$ cat src/cgbm_pkg.sv
// ----------------------------------------------------------------------------
// cgbm_pkg
// Shared types and constants for the correlated GBM path step block.
// ----------------------------------------------------------------------------
package cgbm_pkg;

    localparam int ASSET_W   = 2;
    localparam int NORMALS   = 4;    // normals carried by one step request
    localparam int TERMS     = 12;   // Taylor degree of exp on the reduced range
    localparam int APB_AW    = 4;

    // Request kinds
    localparam logic [1:0] KIND_LOAD_FACTOR = 2'd0;
    localparam logic [1:0] KIND_LOAD_ASSET  = 2'd1;
    localparam logic [1:0] KIND_RESTART     = 2'd2;
    localparam logic [1:0] KIND_STEP        = 2'd3;

    // Register indexes
    localparam logic [1:0] REG_DRIFT_MODE = 2'd0;
    localparam logic [1:0] REG_RATE       = 2'd1;
    localparam logic [1:0] REG_STEP_LEN   = 2'd2;
    localparam logic [1:0] REG_ROOT_STEP  = 2'd3;

    // ln2 in Q1.30 and 2^48/ln2_q30 rounded, for the exponent split
    localparam logic [29:0]        LN2_Q30   = 30'd744261118;
    localparam logic signed [30:0] LN2_S     = 31'sd744261118;
    localparam logic signed [19:0] LN2_RECIP = 20'sd378194;
    localparam logic [36:0]        TERM_CAP  = 37'h10_0000_0000; // 64.0 in Q.30
    localparam logic [30:0]        ONE_Q30   = 31'h4000_0000;    // 1.0 in Q.30

    typedef struct packed {
        logic [1:0]         kind;
        logic [1:0]         asset;
        logic [1:0]         column;
        logic signed [31:0] factor_value;
        logic [31:0]        spot_value;
        logic [30:0]        vol_value;
        logic signed [31:0] drift_value;
        logic signed [15:0] normal_0;
        logic signed [15:0] normal_1;
        logic signed [15:0] normal_2;
        logic signed [15:0] normal_3;
    } in_item_t;

    typedef struct packed {
        logic [1:0]  asset_out;
        logic [31:0] price;
        logic [15:0] step_number;
        logic        saturated;
        logic        last;
    } out_item_t;

    typedef struct packed {
        logic               drift_mode;
        logic signed [31:0] rate;
        logic [31:0]        step_length;
        logic [31:0]        root_step_length;
    } cfg_t;

    typedef struct packed {
        logic     load_factor;
        logic     load_asset;
        logic     restart;
        logic     step;
        in_item_t item;
    } lane_cmd_t;

    typedef struct packed {
        logic        busy;
        logic        done;
        logic [31:0] price;
        logic        saturated;
    } lane_res_t;

    // floor((2^32-1)/i): reciprocal for the Taylor term divide
    function automatic logic [31:0] term_recip(input logic [3:0] i);
        logic [31:0] m;
        case (i)
            4'd1:    m = 32'd4294967295;
            4'd2:    m = 32'd2147483647;
            4'd3:    m = 32'd1431655765;
            4'd4:    m = 32'd1073741823;
            4'd5:    m = 32'd858993459;
            4'd6:    m = 32'd715827882;
            4'd7:    m = 32'd613566756;
            4'd8:    m = 32'd536870911;
            4'd9:    m = 32'd477218588;
            4'd10:   m = 32'd429496729;
            4'd11:   m = 32'd390451572;
            4'd12:   m = 32'd357913941;
            default: m = 32'd0;
        endcase
        return m;
    endfunction

endpackage

$ cat src/cgbm_merge.sv
// ----------------------------------------------------------------------------
// cgbm_merge
// Gathers the lane prices once all lanes finish and sends them out one
// asset at a time through an output register.
// ----------------------------------------------------------------------------
module cgbm_merge
    import cgbm_pkg::*;
#(
    parameter int LANES = 4
) (
    input  logic        aclk,
    input  logic        aresetn,
    input  lane_res_t   res [LANES],
    input  logic [15:0] step_count,
    output logic        ack,
    output logic        m_valid,
    input  logic        m_ready,
    output out_item_t   m_data
);

    localparam int IDX_W = (LANES > 1) ? $clog2(LANES) : 1;

    logic [31:0]      price_buf [LANES];
    logic             sat_buf   [LANES];
    logic             full_reg;
    logic [IDX_W-1:0] idx_reg;
    logic [15:0]      step_reg;
    logic             valid_reg;
    out_item_t        data_reg;
    logic [LANES-1:0] done_vec;
    logic             load_out;
    logic             is_last;

    always_comb begin
        for (int n = 0; n < LANES; n++) begin
            done_vec[n] = res[n].done;
        end
    end

    assign ack      = (&done_vec) && !full_reg;
    assign load_out = full_reg && (!valid_reg || m_ready);
    assign is_last  = (idx_reg == IDX_W'(LANES - 1));

    always_ff @(posedge aclk) begin
        if (!aresetn) begin
            full_reg  <= 1'b0;
            valid_reg <= 1'b0;
            idx_reg   <= '0;
        end else begin
            // capture a finished step
            if (ack) begin
                for (int n = 0; n < LANES; n++) begin
                    price_buf[n] <= res[n].price;
                    sat_buf[n]   <= res[n].saturated;
                end
                step_reg <= step_count;
                full_reg <= 1'b1;
                idx_reg  <= '0;
            end
            // feed the output register
            if (load_out) begin
                data_reg.asset_out   <= ASSET_W'(idx_reg);
                data_reg.price       <= price_buf[idx_reg];
                data_reg.step_number <= step_reg;
                data_reg.saturated   <= sat_buf[idx_reg];
                data_reg.last        <= is_last;
                valid_reg            <= 1'b1;
                idx_reg              <= IDX_W'(idx_reg + 1'b1);
                if (is_last) begin
                    full_reg <= 1'b0;
                end
            end else if (m_ready) begin
                valid_reg <= 1'b0;
            end
        end
    end

    assign m_valid = valid_reg;
    assign m_data  = data_reg;

    // A capture never overwrites results still being sent
    a_no_clobber: assert property (@(posedge aclk) disable iff (!aresetn)
        ack |-> !full_reg)
        else $error("capture over pending results");

    // The final asset of a step empties the buffer
    a_last_empties: assert property (@(posedge aclk) disable iff (!aresetn)
        (load_out && is_last) |=> !full_reg)
        else $error("buffer not released after last asset");

    // Results leave in order starting from the first asset
    a_first_idx: assert property (@(posedge aclk) disable iff (!aresetn)
        ack |=> idx_reg == '0)
        else $error("output index not reset on capture");

endmodule

$ cat config.mk
export PLATFORM = sky130hd
export DESIGN_NAME = cgbm_merge
export DESIGN_NICKNAME = d
export VERILOG_FILES = /design/src/cgbm_pkg.sv /design/src/cgbm_merge.sv
export SDC_FILE = /design/constraint.sdc
export NUM_CORES = 1
export LEC_CHECK = 0
export BUFFER_PORTS_ARGS = -buffer_cell sky130_fd_sc_hd__buf_2
export CAP_MARGIN = 30
export CELL_PAD_IN_SITES_DETAIL_PLACEMENT = 1
export CELL_PAD_IN_SITES_GLOBAL_PLACEMENT = 1
export CORE_MARGIN = 2
export CORE_UTILIZATION = 35
export CTS_CLUSTER_DIAMETER = 200
export CTS_CLUSTER_SIZE = 40
export DETAILED_ROUTE_END_ITERATION = 12
export HOLD_SLACK_MARGIN = 0.08
export PLACE_DENSITY_LB_ADDON = 0.1
export RECOVER_POWER = 25
export SYNTH_ARGS = -nofsm -noshare
export SYNTH_HDL_FRONTEND = slang
export SYNTH_SLANG_ARGS = --single-unit
$ cat constraint.sdc
create_clock -name aclk -period 10.6 [get_ports aclk]
set_input_delay 1.06 -clock aclk [delete_from_list [all_inputs] [get_ports aclk]]
set_output_delay 1.06 -clock aclk [all_outputs]
set_load 0.02 [all_outputs]
Word level (Yosys, flattened, before mapping)
Memory sizes are Yosys's and may differ from the RTL's. A register that Yosys moved wholly into a read port is not among the register bits.
Index checks and enable logic that the tools add are counted.
{"block": "word_totals", "regBits": 39, "mem_bits_rw": 132, "input_bits": 159, "word_cells": 31, "mem_count": 2}
{"memory": "price_buf", "depth": 4, "width": 32, "read_ports": 1, "rd_clocked_by_memory_dff": 1, "write_ports": 4, "line": "cgbm_merge.sv:23", "source": "logic [31:0] price_buf [LANES];"}
{"memory": "sat_buf", "depth": 4, "width": 1, "read_ports": 1, "rd_clocked_by_memory_dff": 1, "write_ports": 4, "line": "cgbm_merge.sv:24", "source": "logic sat_buf [LANES];"}
{"block": "op_classes", "addsub": 1, "n_eq_ne": 1, "muxes": 10, "reduce_logical": 10}
{"op": "two-way mux 1 bit", "count": 8}
{"op": "two-way mux 2 bit", "count": 2}
{"op": "AND reduction 2 bit", "count": 2}
{"op": "AND reduction 4 bit", "count": 1}
{"op": "nonzero test 2 bit", "count": 2}
{"op": "adder 2 x 1 -> 2 bit (second input constant)", "count": 1}
{"op": "== test 2 bit (second input constant)", "count": 1}
{"op": "logical AND 1 bit", "count": 2}
{"op": "zero test 1 bit", "count": 2}
{"op": "logical OR 1 bit", "count": 1}

Depth between registers and ports, before layout
Gate-level depths: netlist of run 1.
{"block": "depth", "ltp_word": 5, "depth_mapped": 4}

Worst setup path before layout of run 1
OpenSTA, ideal clock, no wires.
{"block": "synth_timing", "path_kind": "input to register", "start": "input port res[103] in the netlist's numbering", "end": "memory price_buf[0][0] (enable)", "arrival_time_ns": 5.027, "setup_slack_ns": 5.049, "stages": 3, "path_buffers": 0, "path_cell_list": "nand4_1 nor2_1 and2_1"}
{"item": "start: declaration", "line": "cgbm_merge.sv:13", "source": "input lane_res_t res [LANES],"}
{"item": "end: declaration", "line": "cgbm_merge.sv:23"}

==> flow_summary_export.csv, run 1 <==
group,metric,value,unit
detailed_routing,post_drt_via_cell_ratio,4.641,
yosys,ys.flop_type,"edfxtp_1",
pwr,pwr-share-comb,3.8,%
setup_path,cp.arrival,3.06,ns
min_path,min_path_type,"flip-flop to flip-flop",
timing,final-setup-viol-count,0,
clocking,post_cts_buffers,0,
die,die_h,145.9,µm
setup_path,critical_path.top_delay_family,"buffers and inverters",
clocking,ctsResizeCount,0,
grt,grt_pass1_vias,3842,
yosys,ys_seq_area_share,86.35,%
die,die_x,145.9,µm
yosys,yosys-top-cells-area,"edfxtp_1, mux4_2, mux4_1",
cells_and_area,drive_above_1_share,53.24,%
detailed_routing,dr.pass1.iters,4,
detailed_routing,drtIter0Drc,204,
yosys,ys_ff_latch,204,
pwr,power_frac_seq,66.1,%
pwr,swShare,19.93,%
yosys,yosysMostFrequentCell,"edfxtp_1",
clocking,htreeDepth,1,
timing,max_freq,0.3402,GHz
placement,io_buffers,208,
setup_path,critPathLaunchType,"input pin",
die,dieArea,21290,µm²
timing,drv_slew,0,
timing,setup_tns,0,ns
timing,grt_setup_unrepaired,"false",
detailed_routing,wl_met2,7198,µm
yosys,synth_nets,422,
detailed_routing,drcViolationCount,0,
pwr,p_switching,0.2705,mW
yosys,synthesis.area,7048,µm²
detailed_routing,wl_met3,1179,µm
yosys,ys_warn_count,0,
clocking,clkSinkCount,204,
yosys,synth_top_cell_by_area,"edfxtp_1",
clocking,clock_latency,0.48,ns
die,initial_core_util,35.98,%
grt,grt_pass1_wl,21820,µm
placement,hpwlAfterDp,9576,µm
grt,grt_use_total,13.38,%
grt,antenna_found_initial,3,
pwr,clockPowerShare,30.1,%
cells_and_area,utilization,44.25,%
grt,gr-total-overflow,0,
timing,finalCritPeriodShare,27.73,%
clocking,clk_pin_slew,0.14,ns
placement,place_congestion,0.6932,
setup_path,cp_max_fo,67,
die,io_pins,213,
setup_path,path_cells,"buf_2 -> nand4_1 -> nor2_1 -> and2_4 -> buf_16 -> buf_4",
detailed_routing,top_layer,"met5",
setup_path,cpPeakStageDelay,0.65,ns
timing,max-slew-margin-rel,49.23,%
detailed_routing,ant_nets,0,
clocking,clock-root-buffer,"clkbuf_16",
yosys,syn_avg_cell_area,26.90,µm²
pwr,p_int,1.086,mW
yosys,synth_cell_types,20,
detailed_routing,num_vias,3453,
clocking,cts_max_path_buffers,3,
cells_and_area,syn_to_final_growth,22.99,%
yosys,synthCells,262,
run,cap_violations,0,
yosys,synth_edf_count,200,
cells_and_area,multi_input_area,870.8,µm²
clocking,numCtsBuffers,9,
run_status,status,"finished clean",
clocking,ctsHoldBuffers,0,
pwr,powerDensity,156.5,nW/µm²
timing,period_needed,2.940,ns
setup_path,worstSetupEndpointType,"flip-flop",
detailed_routing,wl_per_cell,19.30,µm
cells_and_area,fillers,1904,
pwr,ir_worst_vdd,0.1191,mV
die,rows,51,
pwr,leakage,3.045,nW
detailed_routing,routed_wl,14360,µm
cells_and_area,register_area,6088,µm²
cells_and_area,num_antenna_cells,0,
die,core_area,19590,µm²
clocking,tritoncts,"built",
setup_path,crit_path_top_delay_cell,"buf_4",
setup_path,critical_path_class,"input pin to flip-flop",
grt,grt_max_degree,68,
setup_path,worst-path-buf-inv,3,
setup_path,crit_required,10.72,ns
cells_and_area,finalNetCount,638,
timing,skew,0.06317,ns
setup_path,r2r_slack,8.04,ns
yosys,yosys-top-cells-count,"edfxtp_1, mux4_2, mux4_1, buf_2, dfxtp_1",
timing,hold_violations,0,
cells_and_area,largest_reg_flops,128,
yosys,synthArstFlopShare,0,%
detailed_routing,wl_met1,5698,µm
yosys,synth_top_area_share,85.21,%
timing,worst_pin_slew,0.7615,ns
[kinds of logic after synthesis]
family / count (synthesis) / share of synthesized area, %
AND/OR/NAND/NOR: 10 / 0.8167
buffers and inverters: 9 / 1.349
adder cells (fa/ha/maj): 1 / 0.1775
flip-flops: 204 / 86.35
AO/OA/AOI/OAI: 5 / 0.4970
multiplexers: 33 / 10.81
[final timing paths]
path	from	endpoint	depth (start not counted)
setup / recovery	res[103]	price_buf[1][11]	6
hold / removal	step_reg[2]	m_data[4]	0
hold reg to reg	step_reg[2]	m_data[4]	0
setup reg to reg	full_reg	price_buf[1][11]	4
[power by group through the flow]
stage                     clock (mW)  combinational [mW]  sequential [mW]
after floorplan                    0              0.0177            0.918
after global placement             0              0.0508            0.916
after detailed placement           0              0.0532            0.916
after CTS                      0.428              0.0535            0.898
after global routing           0.455              0.0575            0.899
final                          0.408              0.0520            0.897
[stage by stage]
step / hold WS, ns / setup slack [ns] / std cells / power, mW / area, µm²
after floorplan: 0.4003 / 5.049 / 262 / 0.9358 / 7048
final: 0.4398 / 7.660 / 744 / 1.357 / 8668
after detailed placement: 0.4063 / 7.084 / 732 / 0.9691 / 8406
after global placement: 0.4007 / 6.915 / 730 / 0.9664 / 8358
after CTS: 0.4394 / 7.618 / 744 / 1.379 / 8668
after global routing: 0.4437 / 7.496 / 744 / 1.411 / 8668
[per-layer routing]
layer	track usage, %	vias up
met5	0	-
met4	3.235	4
met3	4.451	18
met2	22.95	134
met1	16.43	1765
li1	-	1532
[final cells by class]
| type | count | share of cell area [%] |
|---|---|---|
| sequential | 204 | 70.24 |
| multi-input combinational | 49 | 10.05 |
| clock buffer | 11 | 2.685 |
| timing repair buffer | 213 | 12.82 |
| inverter | 1 | 0.04330 |
| tap | 265 | 3.825 |
| clock inverter | 1 | 0.3464 |
[worst register-to-register path, stage by stage, from the launching register on]
cell and delay [ns]:
dfxtp_1 0.38, nor2_1 0.30, and2_4 0.45, buf_16 0.34
buf_4 0.66
[layout by cell type (no fill, tap or decap), types with 2 or more instances in the layout]
cell type,netlist,final
buf_2,4,208
o31ai_1,2,2
buf_4,0,3
dfxtp_2,0,2
clkbuf_16,0,9
edfxtp_1,200,200
nand2_1,2,2
clkbuf_1,0,2
dfxtp_1,4,2
mux4_2,28,28
mux4_1,5,5
nand4_1,2,2
No activity file was read; power rests on OpenSTA's default activity.
==> inputs of run 2 (changes only) <==
- ABC_AREA: unset -> 1
- clock period: 10.6 -> 2.6 ns (I/O delays scaled with it)
==> run 2 against run 1 <==
Non-clock buffer count grew 152. Final cell count is 40% higher. Global-route usage rose by 3.6 points. Sequential power grew to 4.1 times the previous value. Sequential cell count stayed put. Sequential share of layout area decreased by 11 points. Largest cell class unchanged. Highest routed layer is now met4.
==> flow_summary_export.csv, run 2 <==
group,metric,value,unit
clocking,post_cts_buffers,0,
grt,met3_usage,3.375,%
die,core_area,20100,µm²
clocking,tritoncts,"built",
yosys,ys_warn_count,0,
cells_and_area,fillers,2033,
clocking,numCtsBuffers,9,
pwr,powerDensity,561.1,nW/µm²
timing,max-slew-margin-rel,51.34,%
timing,timing.hold.ws,0.2137,ns
die,dieArea,21510,µm²
grt,grt.busiest_layer,"met2",
pwr,power_frac_seq,64.0,%
detailed_routing,dr.pass1.iters,6,
timing,max_freq,0.6151,GHz
run,cap_violations,0,
grt,grt_use_met1,20.29,%
yosys,ys.flop_type,"edfxtp_1",
yosys,syn_avg_cell_area,17.12,µm²
cells_and_area,multi_input_area,902.1,µm²
clocking,clock_latency,0.48,ns
yosys,yosysMostFrequentCell,"edfxtp_1",
min_path,min_path_cells,5,
pwr,pwr-share-comb,7.5,%
yosys,synth_compound_area_share,7.887,%
pwr,p_switching,1.162,mW
grt,grt_pass1_wl,28480,µm
yosys,muxShareOfSynthArea,0,%
cells_and_area,syn_to_final_growth,43.90,%
pwr,leakage,3.818,nW
yosys,synthArstFlopShare,0,%
pwr,total_power,5.751,mW
timing,grt_setup_unrepaired,"false",
cells_and_area,num_antenna_cells,0,
die,rows,52,
run_status,status,"finished clean",
detailed_routing,num_vias,4779,
clocking,htreeDepth,1,
pwr,clockPowerShare,28.5,%
setup_path,worstSetupEndpointType,"flip-flop",
setup_path,r2r-start,"idx_reg[0]",
detailed_routing,routed_wl,18240,µm
timing,worst_pin_slew,0.7288,ns
setup_path,startpoint,"m_ready",
grt,grt_util_met2,31.78,%
timing,hold_violations,0,
setup_path,crit_required,2.73,ns
pwr,p_int,4.590,mW
timing,drv_slew,0,
placement,io_buffers,208,
setup_path,cp_max_fo,29,
die,initial_core_util,35.43,%
detailed_routing,post_drt_via_cell_ratio,4.582,
timing,period_needed,1.626,ns
cells_and_area,drive_above_1_share,30.01,%
yosys,synthesis.area,7123,µm²
yosys,synth_simple_gate_area_share,4.181,%
grt,antenna_found_initial,0,
timing,finalCritPeriodShare,62.53,%
setup_path,path_cells,"dlygate4sd3_1 -> buf_2 -> inv_1 -> nand2_1 -> nand2_1 -> nor2_4 -> buf_4",
yosys,synth_edf_count,200,
setup_path,crit_path_top_delay_cell,"dlygate4sd3_1",
grt,grt_pass1_vias,5298,
die,die_x,146.7,µm
yosys,synth_top_family_by_area,"compound AO/OA/AOI/OAI gates",
placement,hpwlAfterDp,10410,µm
yosys,yosys-top-cells-area,"edfxtp_1, o21ai_0, nor2_1",
setup_path,critPathLaunchType,"input pin",
timing,final-setup-viol-count,0,
detailed_routing,wl_per_cell,17.49,µm
yosys,synth_cell_types,17,
yosys,synth_top_area_share,84.31,%
die,die_h,146.7,µm
yosys,synth_nets,576,
yosys,synth_xor_area_share,0,%
grt,grt_max_degree,85,
clocking,cts_max_path_buffers,3,
pwr,ir_worst_vdd,0.5465,mV
die,io_pins,213,
grt,grt_use_total,17.01,%
min_path,min_path_type,"input pin to flip-flop",
cells_and_area,final_cell_mix,"buf_2, edfxtp_1, dlygate4sd3_1, nor2_1, o21ai_0",
clocking,clkSinkCount,204,
detailed_routing,ant_nets,0,
timing,skew,0.06054,ns
setup_path,cpPeakStageDelay,0.53,ns
yosys,synthCells,416,
setup_path,cp.arrival,1.75,ns
clocking,clk_pin_slew,0.14,ns
placement,place_congestion,0.7433,
detailed_routing,drcViolationCount,0,
cells_and_area,finalNetCount,932,
cells_and_area,register_area,6090,µm²
yosys,yosys-top-cells-count,"edfxtp_1, nor2_1, o21ai_0, o22ai_1, o21ai_1",
setup_path,crit_top_cell,"nand2_1",
yosys,synthAdderAreaFrac,0.1757,%
cells_and_area,largest_reg_flops,128,
setup_path,critical_path_class,"input pin to flip-flop",
setup_path,ff2ff_path_depth,3,
min_path,hold_path_startpoint,"res[68]",
cells_and_area,mostFrequentLayoutCell,"buf_2",
detailed_routing,drtIter0Drc,285,
yosys,synth_top_cell_by_area,"edfxtp_1",
clocking,clock-root-buffer,"clkbuf_16",
yosys,ys_seq_area_share,85.44,%
pwr,swShare,20.20,%
yosys,ys_ff_latch,204,
grt,gr-total-overflow,0,
## run 2: worst max-delay path: cells and delay by family
family / cells / cell delay (ns)
buf+inv: 4 / 1.09
simple gates: 3 / 0.39
## run 2: path summary, 6_finish.rpt
path	to	slack, ns
max	m_data[32]	0.97
min	full_reg	0.21
max reg2reg	m_data[22]	1.01
min reg2reg	m_data[5]	0.44
## run 2: what timing repair did
item / in CTS / in global routing
endpoints found under the hold margin: 150 / 0
hold buffers: 150 / 0
gates resized for setup: 0 / 0
## run 2: layer usage
metal  share of wire [%]  vias up  wire, µm
met1                  40     2356      7276
met2                  54      130      9811
met4                 1.6        0       295
met5                   0        -         0
met3                 4.7       15       856
li1                    -     2278         -
## run 2: power groups by stage
stage          Combinational (mW)  Clock [mW]  Sequential, mW
3_5_place_dp                0.250           0            3.75
6_report                    0.431        1.64            3.68
3_3_place_gp                0.241           0            3.75
4_1_cts                     0.430        1.71            3.68
2_1_floorplan              0.0820           0            3.77
5_1_grt                     0.471        1.79            3.68
## run 2: cells by family after synthesis
| group | count (synthesis) |
|---|---|
| AO/OA/AOI/OAI | 104 |
| adder cells (fa/ha/maj) | 1 |
| buffers and inverters | 28 |
| flip-flops | 204 |
| AND/OR/NAND/NOR | 79 |
## run 2: metrics by stage
step | worst slack (ns) | util, % | area, µm² | instances | TNS, ns
floorplan | -0.5200 | - | 7149 | 416 | -76.96
global placement | 0.9867 | 42.23 | 8491 | 881 | 0
detailed placement | 0.9677 | 42.23 | 8491 | 881 | 0
CTS | 0.9832 | 51.01 | 10250 | 1043 | 0
global route | 0.8826 | 50.98 | 10250 | 1043 | 0
finish | 0.9741 | 50.98 | 10250 | 1043 | 0
## run 2: final cells by class
type,count,area share [%]
Tap cell,270,3.296
Timing Repair Buffer,365,25.63
Clock buffer,11,2.271
Clock inverter,1,0.2930
Sequential cell,204,59.41
Inverter,8,0.2930
Multi-Input combinational cell,184,8.801
